## src/hw/rtl/gww_pkg.sv

```systemverilog
package gww_pkg;

  localparam int MAX_WORD = 30;
  localparam int IDX_W    = $clog2(MAX_WORD);
  localparam int LEN_W    = $clog2(MAX_WORD + 1);
  localparam int CH_W     = 8;
  localparam int GW_W     = 6;
  localparam int LW_W     = 12;
  localparam int TRK_W    = 4;
  localparam int SPW_W    = 6;
  localparam int CFG_W    = 12;
  localparam int CIDX_W   = 2;
  // widest run of a full word: every glyph and every gap at its maximum
  localparam int ACC_W    = $clog2(MAX_WORD * 63 + (MAX_WORD - 1) * 15 + 1);
  localparam int SUM_W    = 14;
  localparam int RAM_W    = CH_W + GW_W;
  localparam int Q_DEPTH  = 2;
  localparam int Q_PTR_W  = $clog2(Q_DEPTH);
  localparam int Q_CNT_W  = $clog2(Q_DEPTH + 1);

  localparam logic [CH_W-1:0] CH_SPACE   = 8'd32;
  localparam logic [CH_W-1:0] CH_NEWLINE = 8'd10;
  localparam logic [CH_W-1:0] CH_NONE    = 8'd0;

  localparam logic KIND_GLYPH = 1'b0;
  localparam logic KIND_EOL   = 1'b1;
  localparam logic CMD_EOT    = 1'b1;

  localparam logic [CIDX_W-1:0] CFG_LINE_WIDTH  = 2'd0;
  localparam logic [CIDX_W-1:0] CFG_TRACKING    = 2'd1;
  localparam logic [CIDX_W-1:0] CFG_SPACE_WIDTH = 2'd2;

  typedef enum logic [1:0] {
    OP_CHAR,
    OP_SPACE,
    OP_NEWLINE,
    OP_EOT
  } op_e;

  typedef struct packed {
    op_e             op;
    logic [CH_W-1:0] ch;
    logic [GW_W-1:0] gw;
  } item_t;

  typedef struct packed {
    logic            push;
    logic            fin;
    logic            kind;
    logic [CH_W-1:0] ch;
    logic            drop;
  } res_req_t;

  typedef enum logic [3:0] {
    B_IDLE,
    B_MRD,
    B_MACC,
    B_DECIDE,
    B_SPACE,
    B_ERD,
    B_EWR,
    B_EOLB,
    B_EOLJ,
    B_PARA,
    B_FIN
  } bst_e;

endpackage

```

## src/hw/rtl/gww_ram.sv

```systemverilog
module gww_ram #(
  parameter int Width = 8,
  parameter int Depth = 32
) (
  input  logic                     clk_i,
  input  logic                     we_i,
  input  logic [$clog2(Depth)-1:0] waddr_i,
  input  logic [Width-1:0]         wdata_i,
  input  logic                     re_i,
  input  logic [$clog2(Depth)-1:0] raddr_i,
  output logic [Width-1:0]         rdata_o
);

  logic [Width-1:0] mem_q [Depth];
  logic [Width-1:0] rdata_q;

  always_ff @(posedge clk_i) begin
    if (we_i) begin
      mem_q[waddr_i] <= wdata_i;
    end
    if (re_i) begin
      rdata_q <= mem_q[raddr_i];
    end
  end

  assign rdata_o = rdata_q;

endmodule

```

## src/hw/rtl/gww_front.sv

```systemverilog
module gww_front (
  input  logic                  clk_i,
  input  logic                  rst_ni,
  input  logic                  s_axis_tvalid,
  output logic                  s_axis_tready,
  input  logic [15:0]           s_axis_tdata,
  input  logic                  s_axis_tuser,
  output gww_pkg::item_t        item_o,
  output logic                  item_valid_o,
  input  logic                  pop_i
);
  import gww_pkg::*;

  item_t              q_mem_q [Q_DEPTH];
  logic [Q_PTR_W-1:0] wr_ptr_q, wr_ptr_d, rd_ptr_q, rd_ptr_d;
  logic [Q_CNT_W-1:0] cnt_q, cnt_d;
  item_t              in_item;
  logic               push, pop;

  // classify the beat
  always_comb begin
    in_item.ch = s_axis_tdata[CH_W-1:0];
    in_item.gw = s_axis_tdata[CH_W+GW_W-1:CH_W];
    if (s_axis_tuser == CMD_EOT) begin
      in_item.op = OP_EOT;
    end else if (in_item.ch == CH_SPACE) begin
      in_item.op = OP_SPACE;
    end else if (in_item.ch == CH_NEWLINE) begin
      in_item.op = OP_NEWLINE;
    end else begin
      in_item.op = OP_CHAR;
    end
  end

  assign s_axis_tready = (cnt_q != Q_CNT_W'(Q_DEPTH));
  assign push          = s_axis_tvalid && s_axis_tready;
  assign item_valid_o  = (cnt_q != '0);
  assign pop           = pop_i && item_valid_o;
  assign item_o        = q_mem_q[rd_ptr_q];

  always_comb begin
    wr_ptr_d = push ? Q_PTR_W'(wr_ptr_q + 1'b1) : wr_ptr_q;
    rd_ptr_d = pop  ? Q_PTR_W'(rd_ptr_q + 1'b1) : rd_ptr_q;
    cnt_d    = Q_CNT_W'(cnt_q + Q_CNT_W'(push) - Q_CNT_W'(pop));
  end

  always_ff @(posedge clk_i or negedge rst_ni) begin
    if (!rst_ni) begin
      wr_ptr_q <= '0;
      rd_ptr_q <= '0;
      cnt_q    <= '0;
    end else begin
      wr_ptr_q <= wr_ptr_d;
      rd_ptr_q <= rd_ptr_d;
      cnt_q    <= cnt_d;
    end
  end

  always_ff @(posedge clk_i) begin
    if (push) begin
      q_mem_q[wr_ptr_q] <= in_item;
    end
  end

endmodule

```

## src/hw/rtl/gww_back.sv

```systemverilog
module gww_back (
  input  logic                      clk_i,
  input  logic                      rst_ni,
  input  gww_pkg::item_t            item_i,
  input  logic                      item_valid_i,
  output logic                      pop_o,
  input  logic [gww_pkg::LW_W-1:0]  line_width_i,
  input  logic [gww_pkg::TRK_W-1:0] tracking_i,
  input  logic [gww_pkg::SPW_W-1:0] space_width_i,
  output gww_pkg::res_req_t         req_o,
  input  logic                      rdy_i
);
  import gww_pkg::*;

  bst_e             st_q, st_d;
  op_e              op_q, op_d;
  logic [LEN_W-1:0] len_q, len_d, s_q, s_d, i_q, i_d, e_q, e_d, cut_q, cut_d;
  logic             ovf_q, ovf_d, nonempty_q, nonempty_d, pe_q, pe_d, ts_q, ts_d;
  logic             drop_q, drop_d, found_q, found_d, brk_q, brk_d;
  logic [LW_W-1:0]  used_q, used_d;
  logic [ACC_W-1:0] w_q, w_d, ww_q, ww_d;

  logic             ram_we, ram_re;
  logic [RAM_W-1:0] ram_rdata;
  logic [GW_W-1:0]  gw_rd;
  logic [CH_W-1:0]  ch_rd;
  logic [SUM_W-1:0] cand_m, cand_j, lw_x;
  logic [LEN_W-1:0] i_inc;

  gww_ram #(
    .Width(RAM_W),
    .Depth(MAX_WORD)
  ) u_word_ram (
    .clk_i  (clk_i),
    .we_i   (ram_we),
    .waddr_i(len_q[IDX_W-1:0]),
    .wdata_i({item_i.ch, item_i.gw}),
    .re_i   (ram_re),
    .raddr_i(i_q[IDX_W-1:0]),
    .rdata_o(ram_rdata)
  );

  assign gw_rd = ram_rdata[GW_W-1:0];
  assign ch_rd = ram_rdata[RAM_W-1:GW_W];
  assign lw_x  = SUM_W'(line_width_i);
  assign i_inc = LEN_W'(i_q + 1'b1);

  always_comb begin
    if (i_q == s_q) begin
      cand_m = SUM_W'(gw_rd);
    end else begin
      cand_m = SUM_W'(w_q) + SUM_W'(tracking_i) + SUM_W'(gw_rd);
    end
    cand_j = SUM_W'(used_q) + SUM_W'(tracking_i) + SUM_W'(space_width_i)
           + SUM_W'(tracking_i) + SUM_W'(ww_q);
  end

  // next state and datapath
  always_comb begin
    st_d       = st_q;
    op_d       = op_q;
    len_d      = len_q;
    s_d        = s_q;
    i_d        = i_q;
    e_d        = e_q;
    cut_d      = cut_q;
    ovf_d      = ovf_q;
    nonempty_d = nonempty_q;
    pe_d       = pe_q;
    ts_d       = ts_q;
    drop_d     = drop_q;
    found_d    = found_q;
    brk_d      = brk_q;
    used_d     = used_q;
    w_d        = w_q;
    ww_d       = ww_q;
    case (st_q)
      B_IDLE: begin
        if (item_valid_i) begin
          op_d   = item_i.op;
          drop_d = 1'b0;
          if (item_i.op != OP_EOT) begin
            ts_d = 1'b1;
          end
          if (item_i.op == OP_CHAR) begin
            if (len_q < LEN_W'(MAX_WORD)) begin
              len_d = LEN_W'(len_q + 1'b1);
            end else begin
              ovf_d = 1'b1;
            end
          end else if (item_i.op == OP_EOT && !ts_q) begin
            len_d      = '0;
            ovf_d      = 1'b0;
            used_d     = '0;
            nonempty_d = 1'b0;
            pe_d       = 1'b0;
          end else if (len_q != '0) begin
            // place the buffered word first
            drop_d  = ovf_q;
            s_d     = '0;
            i_d     = '0;
            cut_d   = len_q;
            found_d = 1'b0;
            st_d    = B_MRD;
          end else if (item_i.op != OP_SPACE) begin
            st_d = B_PARA;
          end
        end
      end
      B_MRD: st_d = B_MACC;
      B_MACC: begin
        w_d = ACC_W'(cand_m);
        if (!found_q && (i_q != s_q) && (cand_m > lw_x)) begin
          found_d = 1'b1;
          cut_d   = i_q;
        end
        i_d = i_inc;
        if (i_inc == len_q) begin
          ww_d = ACC_W'(cand_m);
          st_d = B_DECIDE;
        end else begin
          st_d = B_MRD;
        end
      end
      B_DECIDE: begin
        i_d = s_q;
        if (!nonempty_q) begin
          if (SUM_W'(ww_q) <= lw_x) begin
            e_d        = len_q;
            brk_d      = 1'b0;
            used_d     = LW_W'(ww_q);
            nonempty_d = 1'b1;
          end else begin
            e_d   = cut_q;
            brk_d = 1'b1;
          end
          st_d = B_ERD;
        end else if (cand_j <= lw_x) begin
          e_d    = len_q;
          brk_d  = 1'b0;
          used_d = LW_W'(cand_j);
          st_d   = B_SPACE;
        end else begin
          st_d = B_EOLJ;
        end
      end
      B_SPACE: begin
        if (rdy_i) begin
          st_d = B_ERD;
        end
      end
      B_ERD: st_d = B_EWR;
      B_EWR: begin
        if (rdy_i) begin
          i_d = i_inc;
          if (i_inc != e_q) begin
            st_d = B_ERD;
          end else if (brk_q) begin
            st_d = B_EOLB;
          end else begin
            len_d = '0;
            ovf_d = 1'b0;
            st_d  = (op_q == OP_SPACE) ? B_FIN : B_PARA;
          end
        end
      end
      B_EOLB: begin
        if (rdy_i) begin
          pe_d = 1'b1;
          if (e_q == len_q) begin
            // last glyph alone was wider than the line: word done
            len_d = '0;
            ovf_d = 1'b0;
            st_d  = (op_q == OP_SPACE) ? B_FIN : B_PARA;
          end else begin
            // remeasure what is left of a hard-broken word
            s_d     = e_q;
            i_d     = e_q;
            cut_d   = len_q;
            found_d = 1'b0;
            st_d    = B_MRD;
          end
        end
      end
      B_EOLJ: begin
        if (rdy_i) begin
          pe_d       = 1'b1;
          nonempty_d = 1'b0;
          used_d     = '0;
          st_d       = B_DECIDE;
        end
      end
      B_PARA: begin
        if (rdy_i) begin
          nonempty_d = 1'b0;
          used_d     = '0;
          pe_d       = 1'b0;
          if (op_q == OP_EOT) begin
            len_d = '0;
            ovf_d = 1'b0;
            ts_d  = 1'b0;
          end
          st_d = B_FIN;
        end
      end
      B_FIN: begin
        if (rdy_i) begin
          st_d = B_IDLE;
        end
      end
      default: st_d = B_IDLE;
    endcase
  end

  // outputs
  always_comb begin
    pop_o      = (st_q == B_IDLE) && item_valid_i;
    ram_we     = pop_o && (item_i.op == OP_CHAR) && (len_q < LEN_W'(MAX_WORD));
    ram_re     = (st_q == B_MRD) || (st_q == B_ERD);
    req_o.push = 1'b0;
    req_o.fin  = 1'b0;
    req_o.kind = KIND_EOL;
    req_o.ch   = CH_NONE;
    req_o.drop = drop_q;
    case (st_q)
      B_SPACE: begin
        req_o.push = 1'b1;
        req_o.kind = KIND_GLYPH;
        req_o.ch   = CH_SPACE;
      end
      B_EWR: begin
        req_o.push = 1'b1;
        req_o.kind = KIND_GLYPH;
        req_o.ch   = ch_rd;
      end
      B_EOLB, B_EOLJ: req_o.push = 1'b1;
      B_PARA:         req_o.push = nonempty_q || !pe_q;
      B_FIN:          req_o.fin  = 1'b1;
      default:        req_o.push = 1'b0;
    endcase
  end

  always_ff @(posedge clk_i or negedge rst_ni) begin
    if (!rst_ni) begin
      st_q       <= B_IDLE;
      op_q       <= OP_CHAR;
      len_q      <= '0;
      ovf_q      <= 1'b0;
      nonempty_q <= 1'b0;
      pe_q       <= 1'b0;
      ts_q       <= 1'b0;
      used_q     <= '0;
      drop_q     <= 1'b0;
      found_q    <= 1'b0;
      brk_q      <= 1'b0;
    end else begin
      st_q       <= st_d;
      op_q       <= op_d;
      len_q      <= len_d;
      ovf_q      <= ovf_d;
      nonempty_q <= nonempty_d;
      pe_q       <= pe_d;
      ts_q       <= ts_d;
      used_q     <= used_d;
      drop_q     <= drop_d;
      found_q    <= found_d;
      brk_q      <= brk_d;
    end
  end

  always_ff @(posedge clk_i) begin
    s_q   <= s_d;
    i_q   <= i_d;
    e_q   <= e_d;
    cut_q <= cut_d;
    w_q   <= w_d;
    ww_q  <= ww_d;
  end

  a_len_bound: assert property (@(posedge clk_i) disable iff (!rst_ni)
    len_q <= LEN_W'(MAX_WORD))
    else $error("word length beyond buffer");

  a_emit_range: assert property (@(posedge clk_i) disable iff (!rst_ni)
    (st_q == B_EWR) |-> (i_q < e_q))
    else $error("glyph emit index past end of run");

  a_cut_valid: assert property (@(posedge clk_i) disable iff (!rst_ni)
    (st_q == B_DECIDE && !nonempty_q && SUM_W'(ww_q) > lw_x)
      |-> (cut_q > s_q && cut_q <= len_q))
    else $error("hard break without a valid prefix");

endmodule

```

## src/hw/rtl/gww_out.sv

```systemverilog
module gww_out (
  input  logic               clk_i,
  input  logic               rst_ni,
  input  gww_pkg::res_req_t  req_i,
  output logic               rdy_o,
  output logic               m_axis_tvalid,
  input  logic               m_axis_tready,
  output logic [15:0]        m_axis_tdata,
  output logic               m_axis_tuser,
  output logic               m_axis_tlast
);
  import gww_pkg::*;

  logic            out_v_q, out_v_d, pend_v_q, pend_v_d, move;
  logic            out_kind_q, out_last_q, out_drop_q;
  logic [CH_W-1:0] out_ch_q;
  logic            pend_kind_q, pend_drop_q;
  logic [CH_W-1:0] pend_ch_q;

  // hold one result back so that the final one of an item can carry tlast
  assign rdy_o = !pend_v_q || !out_v_q || m_axis_tready;
  assign move  = pend_v_q && (req_i.push || req_i.fin) && rdy_o;

  always_comb begin
    out_v_d  = out_v_q;
    pend_v_d = pend_v_q;
    if (move) begin
      out_v_d = 1'b1;
    end else if (m_axis_tready) begin
      out_v_d = 1'b0;
    end
    if (req_i.push && rdy_o) begin
      pend_v_d = 1'b1;
    end else if (req_i.fin && rdy_o) begin
      pend_v_d = 1'b0;
    end
  end

  always_ff @(posedge clk_i or negedge rst_ni) begin
    if (!rst_ni) begin
      out_v_q  <= 1'b0;
      pend_v_q <= 1'b0;
    end else begin
      out_v_q  <= out_v_d;
      pend_v_q <= pend_v_d;
    end
  end

  always_ff @(posedge clk_i) begin
    if (move) begin
      out_kind_q <= pend_kind_q;
      out_ch_q   <= pend_ch_q;
      out_drop_q <= pend_drop_q;
      out_last_q <= req_i.fin;
    end
    if (req_i.push && rdy_o) begin
      pend_kind_q <= req_i.kind;
      pend_ch_q   <= req_i.ch;
      pend_drop_q <= req_i.drop;
    end
  end

  assign m_axis_tvalid = out_v_q;
  assign m_axis_tdata  = {7'd0, out_drop_q, out_ch_q};
  assign m_axis_tuser  = out_kind_q;
  assign m_axis_tlast  = out_last_q;

endmodule

```

## src/hw/rtl/greedy_word_wrap.sv

```systemverilog
// Greedy word wrapper. Characters enter one beat each with their glyph width; a
// separate end-of-text beat closes the text. Word characters enter the word
// buffer while the back end is idle. A space, newline or end of text places
// the buffered word: the back end walks the word buffer (a single-port-read
// RAM) with a read and an accumulate state per character to measure it, then
// with a read and a write state per character to emit the glyphs, and after
// a hard break of a word wider than the line it remeasures the rest. A two-beat
// queue sits between input classification and placement, and a one-result
// hold stage ahead of the output register gives tlast to a beat's final result.
// Configuration must be written while the block is idle.
module greedy_word_wrap (
  input  logic                          clk_i,
  input  logic                          rst_ni,
  input  logic                          cfg_we_i,
  input  logic [gww_pkg::CIDX_W-1:0]    cfg_idx_i,
  input  logic [gww_pkg::CFG_W-1:0]     cfg_data_i,
  input  logic                          s_axis_tvalid,
  output logic                          s_axis_tready,
  input  logic [15:0]                   s_axis_tdata,  // char_code[7:0], glyph_width[13:8]
  input  logic                          s_axis_tuser,  // cmd
  output logic                          m_axis_tvalid,
  input  logic                          m_axis_tready,
  output logic [15:0]                   m_axis_tdata,  // out_char[7:0], word_dropped[8]
  output logic                          m_axis_tuser,  // kind
  output logic                          m_axis_tlast
);
  import gww_pkg::*;

  logic [LW_W-1:0]  line_width_q;
  logic [TRK_W-1:0] tracking_q;
  logic [SPW_W-1:0] space_width_q;
  item_t            item;
  logic             item_valid, pop, rdy;
  res_req_t         req;

  always_ff @(posedge clk_i or negedge rst_ni) begin
    if (!rst_ni) begin
      line_width_q  <= LW_W'(128);
      tracking_q    <= TRK_W'(1);
      space_width_q <= SPW_W'(3);
    end else if (cfg_we_i) begin
      case (cfg_idx_i)
        CFG_LINE_WIDTH:  line_width_q  <= cfg_data_i[LW_W-1:0];
        CFG_TRACKING:    tracking_q    <= cfg_data_i[TRK_W-1:0];
        CFG_SPACE_WIDTH: space_width_q <= cfg_data_i[SPW_W-1:0];
        default:         line_width_q  <= line_width_q;
      endcase
    end
  end

  gww_front u_front (
    .clk_i        (clk_i),
    .rst_ni       (rst_ni),
    .s_axis_tvalid(s_axis_tvalid),
    .s_axis_tready(s_axis_tready),
    .s_axis_tdata (s_axis_tdata),
    .s_axis_tuser (s_axis_tuser),
    .item_o       (item),
    .item_valid_o (item_valid),
    .pop_i        (pop)
  );

  gww_back u_back (
    .clk_i        (clk_i),
    .rst_ni       (rst_ni),
    .item_i       (item),
    .item_valid_i (item_valid),
    .pop_o        (pop),
    .line_width_i (line_width_q),
    .tracking_i   (tracking_q),
    .space_width_i(space_width_q),
    .req_o        (req),
    .rdy_i        (rdy)
  );

  gww_out u_out (
    .clk_i        (clk_i),
    .rst_ni       (rst_ni),
    .req_i        (req),
    .rdy_o        (rdy),
    .m_axis_tvalid(m_axis_tvalid),
    .m_axis_tready(m_axis_tready),
    .m_axis_tdata (m_axis_tdata),
    .m_axis_tuser (m_axis_tuser),
    .m_axis_tlast (m_axis_tlast)
  );

endmodule
```

## config.mk

```make
export PLATFORM = sky130hd
export DESIGN_NAME = greedy_word_wrap
export DESIGN_NICKNAME = d
export VERILOG_FILES = /design/src/hw/rtl/gww_pkg.sv /design/src/hw/rtl/gww_ram.sv /design/src/hw/rtl/gww_front.sv /design/src/hw/rtl/gww_back.sv /design/src/hw/rtl/gww_out.sv /design/src/hw/rtl/greedy_word_wrap.sv
export SDC_FILE = /design/constraint.sdc
export NUM_CORES = 1
export LEC_CHECK = 0
export ABC_AREA = 1
export BUFFER_PORTS_ARGS = -buffer_cell sky130_fd_sc_hd__buf_2
export CORE_MARGIN = 5
export CORE_UTILIZATION = 30
export CTS_BUF_LIST = sky130_fd_sc_hd__clkbuf_4
export DETAILED_ROUTE_END_ITERATION = 12
export PLACE_DENSITY = 0.49
export SYNTH_ARGS = -nofsm -noshare
export SYNTH_HDL_FRONTEND = slang
export SYNTH_SLANG_ARGS = --single-unit
```

## constraint.sdc

```tcl
create_clock -name clk_i -period 8.5 [get_ports clk_i]
set_clock_uncertainty 0.2 [all_clocks]
set_input_delay 2.125 -clock clk_i [delete_from_list [all_inputs] [get_ports clk_i]]
set_output_delay 2.125 -clock clk_i [all_outputs]
set_load 0.05 [all_outputs]
```

==> results.py <==
metrics = {
    "run_status": {
        "status": "completed",
    },
    "clocking": {
        "clock_latency_ps": 1010,
        "cts_buffers": 160,
        "cts_resized": 0,
        "htreeDepth": 4,
        "ctsHoldBuffers": 0,
        "cts_max_path_buffers": 3,
        "cts_sinks": 589,
        "cts-root-buf": "clkbuf_4",
        "cts_post_setup_buffers_inserted": 0,
        "path_clk_slew_ps": 60,
        "cts_tree": "done",
    },
    "final_layout": {
        "utilization_pct": 34.3,
        "drive_gt1_share_pct": 15.2,
        "nNetsFinal": 2662,
        "fin_cells": 3809,
        "syn_to_final_growth_pct": 13.5,
        "design_area_um2": 30400,
    },
    "route": {
        "drc": 0,
        "ant_nets": 0,
        "drt_iter0_markers": 1545,
        "drtPass1Iterations": 7,
        "drt-total-wl_mm": 72.7,
        "post_drt_wl_per_cell_um": 19.1,
        "vias": 18508,
        "drt-vias-per-instance": 4.86,
    },
    "die": {
        "pin_count": 56,
        "fp.dieW_um": 309,
        "num_rows": 109,
        "die_height_um": 309,
        "fp.coreArea_um2": 88400,
        "die_area_um2": 95200,
        "start_util_pct": 30.3,
    },
    "place": {
        "routabilityCongestion": 0.858,
        "dp_slack_ps": 2500,
        "dp_hpwl_mm": 45.5,
        "placed_area_um2": 28300,
        "port_buffers": 46,
        "dp_cells": 3532,
    },
    "setup_path": {
        "cpMostUsedCell": "nand2_1",
        "cp.arrival_ps": 6620,
        "required_ps": 9120,
        "crit_slowest_cell": "dfstp_2",
        "cp-end-kind": "register",
        "path_max_fanout": 14,
        "slowest_delay_ps": 610,
        "worstSetupPathType": "register to register",
        "setup.worst_path.start_class": "register",
    },
    "yosys": {
        "yosysUniqueCellTypes": 54,
        "synth_area_per_cell_um2": 11.2,
        "yosysWarningCount": 0,
        "synthArstFlopShare_pct": 9.85,
        "synthCells": 2386,
        "syn_area_um2": 26700,
        "synth_ff_type": "edfxtp_1",
        "yosysSeqAreaShare_pct": 65.1,
        "ys_ff_latch": 589,
        "synth_edf_count": 531,
    },
    "timing": {
        "postLayoutSetupSlackWorst_ps": 2500,
        "finalMaxSlewViolations": 0,
        "max_freq_mhz": 167,
        "grt_setup_unrepaired": "false",
        "setup_viol": 0,
        "hold_viol_final": 0,
        "finalCritPeriodShare_pct": 70.5,
        "tightest_slew_ps": 1260,
        "finalSetupTns_ps": 0,
        "slew_headroom_pct": 15.6,
        "final.min_clock_period_ps": 6000,
        "hold-worst-slack_ps": 225,
    },
    "global_route": {
        "overflow": 0,
        "grt_start_max_net_pins": 176,
        "grt_pass1_wl_mm": 110,
        "grt_use_total_pct": 15.2,
        "antenna_found_initial": 4,
        "grt_pass1_vias": 18460,
    },
    "hold_path": {
        "hold_path_class": "register to register",
    },
    "power_and_ir_drop": {
        "p_per_area_nw_per_um2": 370,
        "power_frac_clock_pct": 22.6,
        "total_power_mw": 11.2,
        "seqPwrFrac_pct": 36.2,
        "internal_power_mw": 6.52,
        "combPwrFrac_pct": 41.3,
        "p_sw_mw": 4.70,
        "irDropWorstVdd_uv": 214,
        "swShare_pct": 41.9,
        "leakagePower_nw": 11.5,
    },
    "job": {
        "cap_violations": 0,
    },
}
==> power by group through the flow <==
stage	clock, mW	combinational, mW	sequential (mW)
after global placement	0	4.57	4.11
after global routing	2.79	5.20	4.09
after detailed placement	0	4.66	4.12
after CTS	2.62	4.68	4.06
after floorplan	0	3.04	4.12
final	2.53	4.63	4.06
==> kinds of logic (layout without fill, tap and decap cells) <==
kind of cell | after synthesis | in the layout | synth area share [%]
AND/OR/NAND/NOR | 861 | 861 | 13.3
flip-flops | 589 | 589 | 65.1
AO/OA/AOI/OAI | 508 | 508 | 10.9
buffers and inverters | 287 | 536 | 4.37
adder cells (fa/ha/maj) | 97 | 97 | 4.88
XOR/XNOR | 42 | 42 | 1.38
other | 1 | 10 | 0.0140
multiplexers | 1 | 1 | 0.0421
==> state kept, by name, summed over array words and instances (netlist names), 8 cells and up <==
| name | count |
|---|---|
| u_back.u_word_ram.rdata_o | 14 |
| u_back.ww_q | 12 |
| u_out.pend_ch_q | 8 |
| line_width_q | 12 |
| u_front.q_mem_q | 32 |
| u_out.out_ch_q | 8 |
| u_back.u_word_ram.mem_q | 420 |
| u_back.used_q | 12 |
| u_back.w_q | 12 |
==> cell usage after synthesis (3+ instances only) <==
cell type	count	share of area [%]
fa_1	12	0.90
o21ai_1	7	0.13
buf_4	10	0.28
ha_1	85	4.0
xnor2_1	13	0.43
a31oi_1	5	0.12
o22ai_1	47	1.1
clkinv_1	3	0.042
or2_2	4	0.094
nand2_2	6	0.14
and2_1	3	0.070
inv_2	12	0.17
nor2_1	260	3.6
buf_2	24	0.45
nor4_1	3	0.070
inv_1	162	2.3
o21ai_0	242	4.5
xor2_1	29	0.95
nor2_4	7	0.29
o221ai_1	62	2.0
o21bai_1	3	0.084
nand3b_1	4	0.11
edfxtp_1	531	60
dfrtp_1	54	5.1
buf_6	3	0.13
a221o_1	5	0.19
nor3_1	13	0.24
o21a_1	3	0.084
clkbuf_1	66	0.93
nand3_1	99	1.9
buf_1	6	0.084
nand2_1	441	6.2
dfstp_2	4	0.39
nand4_1	12	0.28
a21oi_1	124	2.3
==> final cells by class <==
cell class	instances	area [um^2]
inverter	178	674
tap	1165	1460
antenna	3	7.51
clock buffer	236	1770
sequential	589	17400
clock inverter	38	270
multi-input combinational	1516	8240
fill	8910	58000
timing repair buffer	84	528
==> cells in the final DEF, fill, tap and decap left out, types with 54 or more instances in the layout <==
| cell type | Yosys | final |
|---|---|---|
| a21oi_1 | 124 | 124 |
| edfxtp_1 | 531 | 531 |
| o221ai_1 | 62 | 62 |
| nand2_1 | 441 | 441 |
| nand3_1 | 99 | 99 |
| dfrtp_1 | 54 | 54 |
| nor2_1 | 260 | 241 |
| o21ai_0 | 242 | 242 |
| inv_1 | 162 | 161 |
| ha_1 | 85 | 85 |
| clkbuf_4 | 0 | 236 |
==> critical path, delay by kind of cell, from the launching register on <==
kind / cells / cell delay [ps]
compound gates: 4 / 570
simple gates: 13 / 1600
flops: 1 / 610
buf+inv: 4 / 290
fa+ha+maj: 7 / 2560
==> per-layer routing <==
layer	wire (um)	up-vias	GRT usage, %
met4	1920	0	5.41
met3	4190	110	3.40
met1	32100	9007	20.1
met2	34400	532	24.8
li1	-	8859	-
met5	0	-	0
==> worst paths after layout <==
check | startpoint | endpoint | slack, ps | cells past startpoint
setup / recovery | tracking_q[0] | u_back.used_q[11] | 2500 | 28
hold / removal | u_out.pend_ch_q[3] | u_out.out_ch_q[3] | 230 | 0
setup reg to reg | tracking_q[0] | u_back.used_q[11] | 2500 | 28
hold reg to reg | u_out.pend_ch_q[3] | u_out.out_ch_q[3] | 230 | 0
max in group asynchronous | rst_ni | u_back.len_q[0] | 6380 | 2
min in group asynchronous | rst_ni | tracking_q[1] | 1130 | 2
Note: power is estimated with default switching activity, not from simulation.
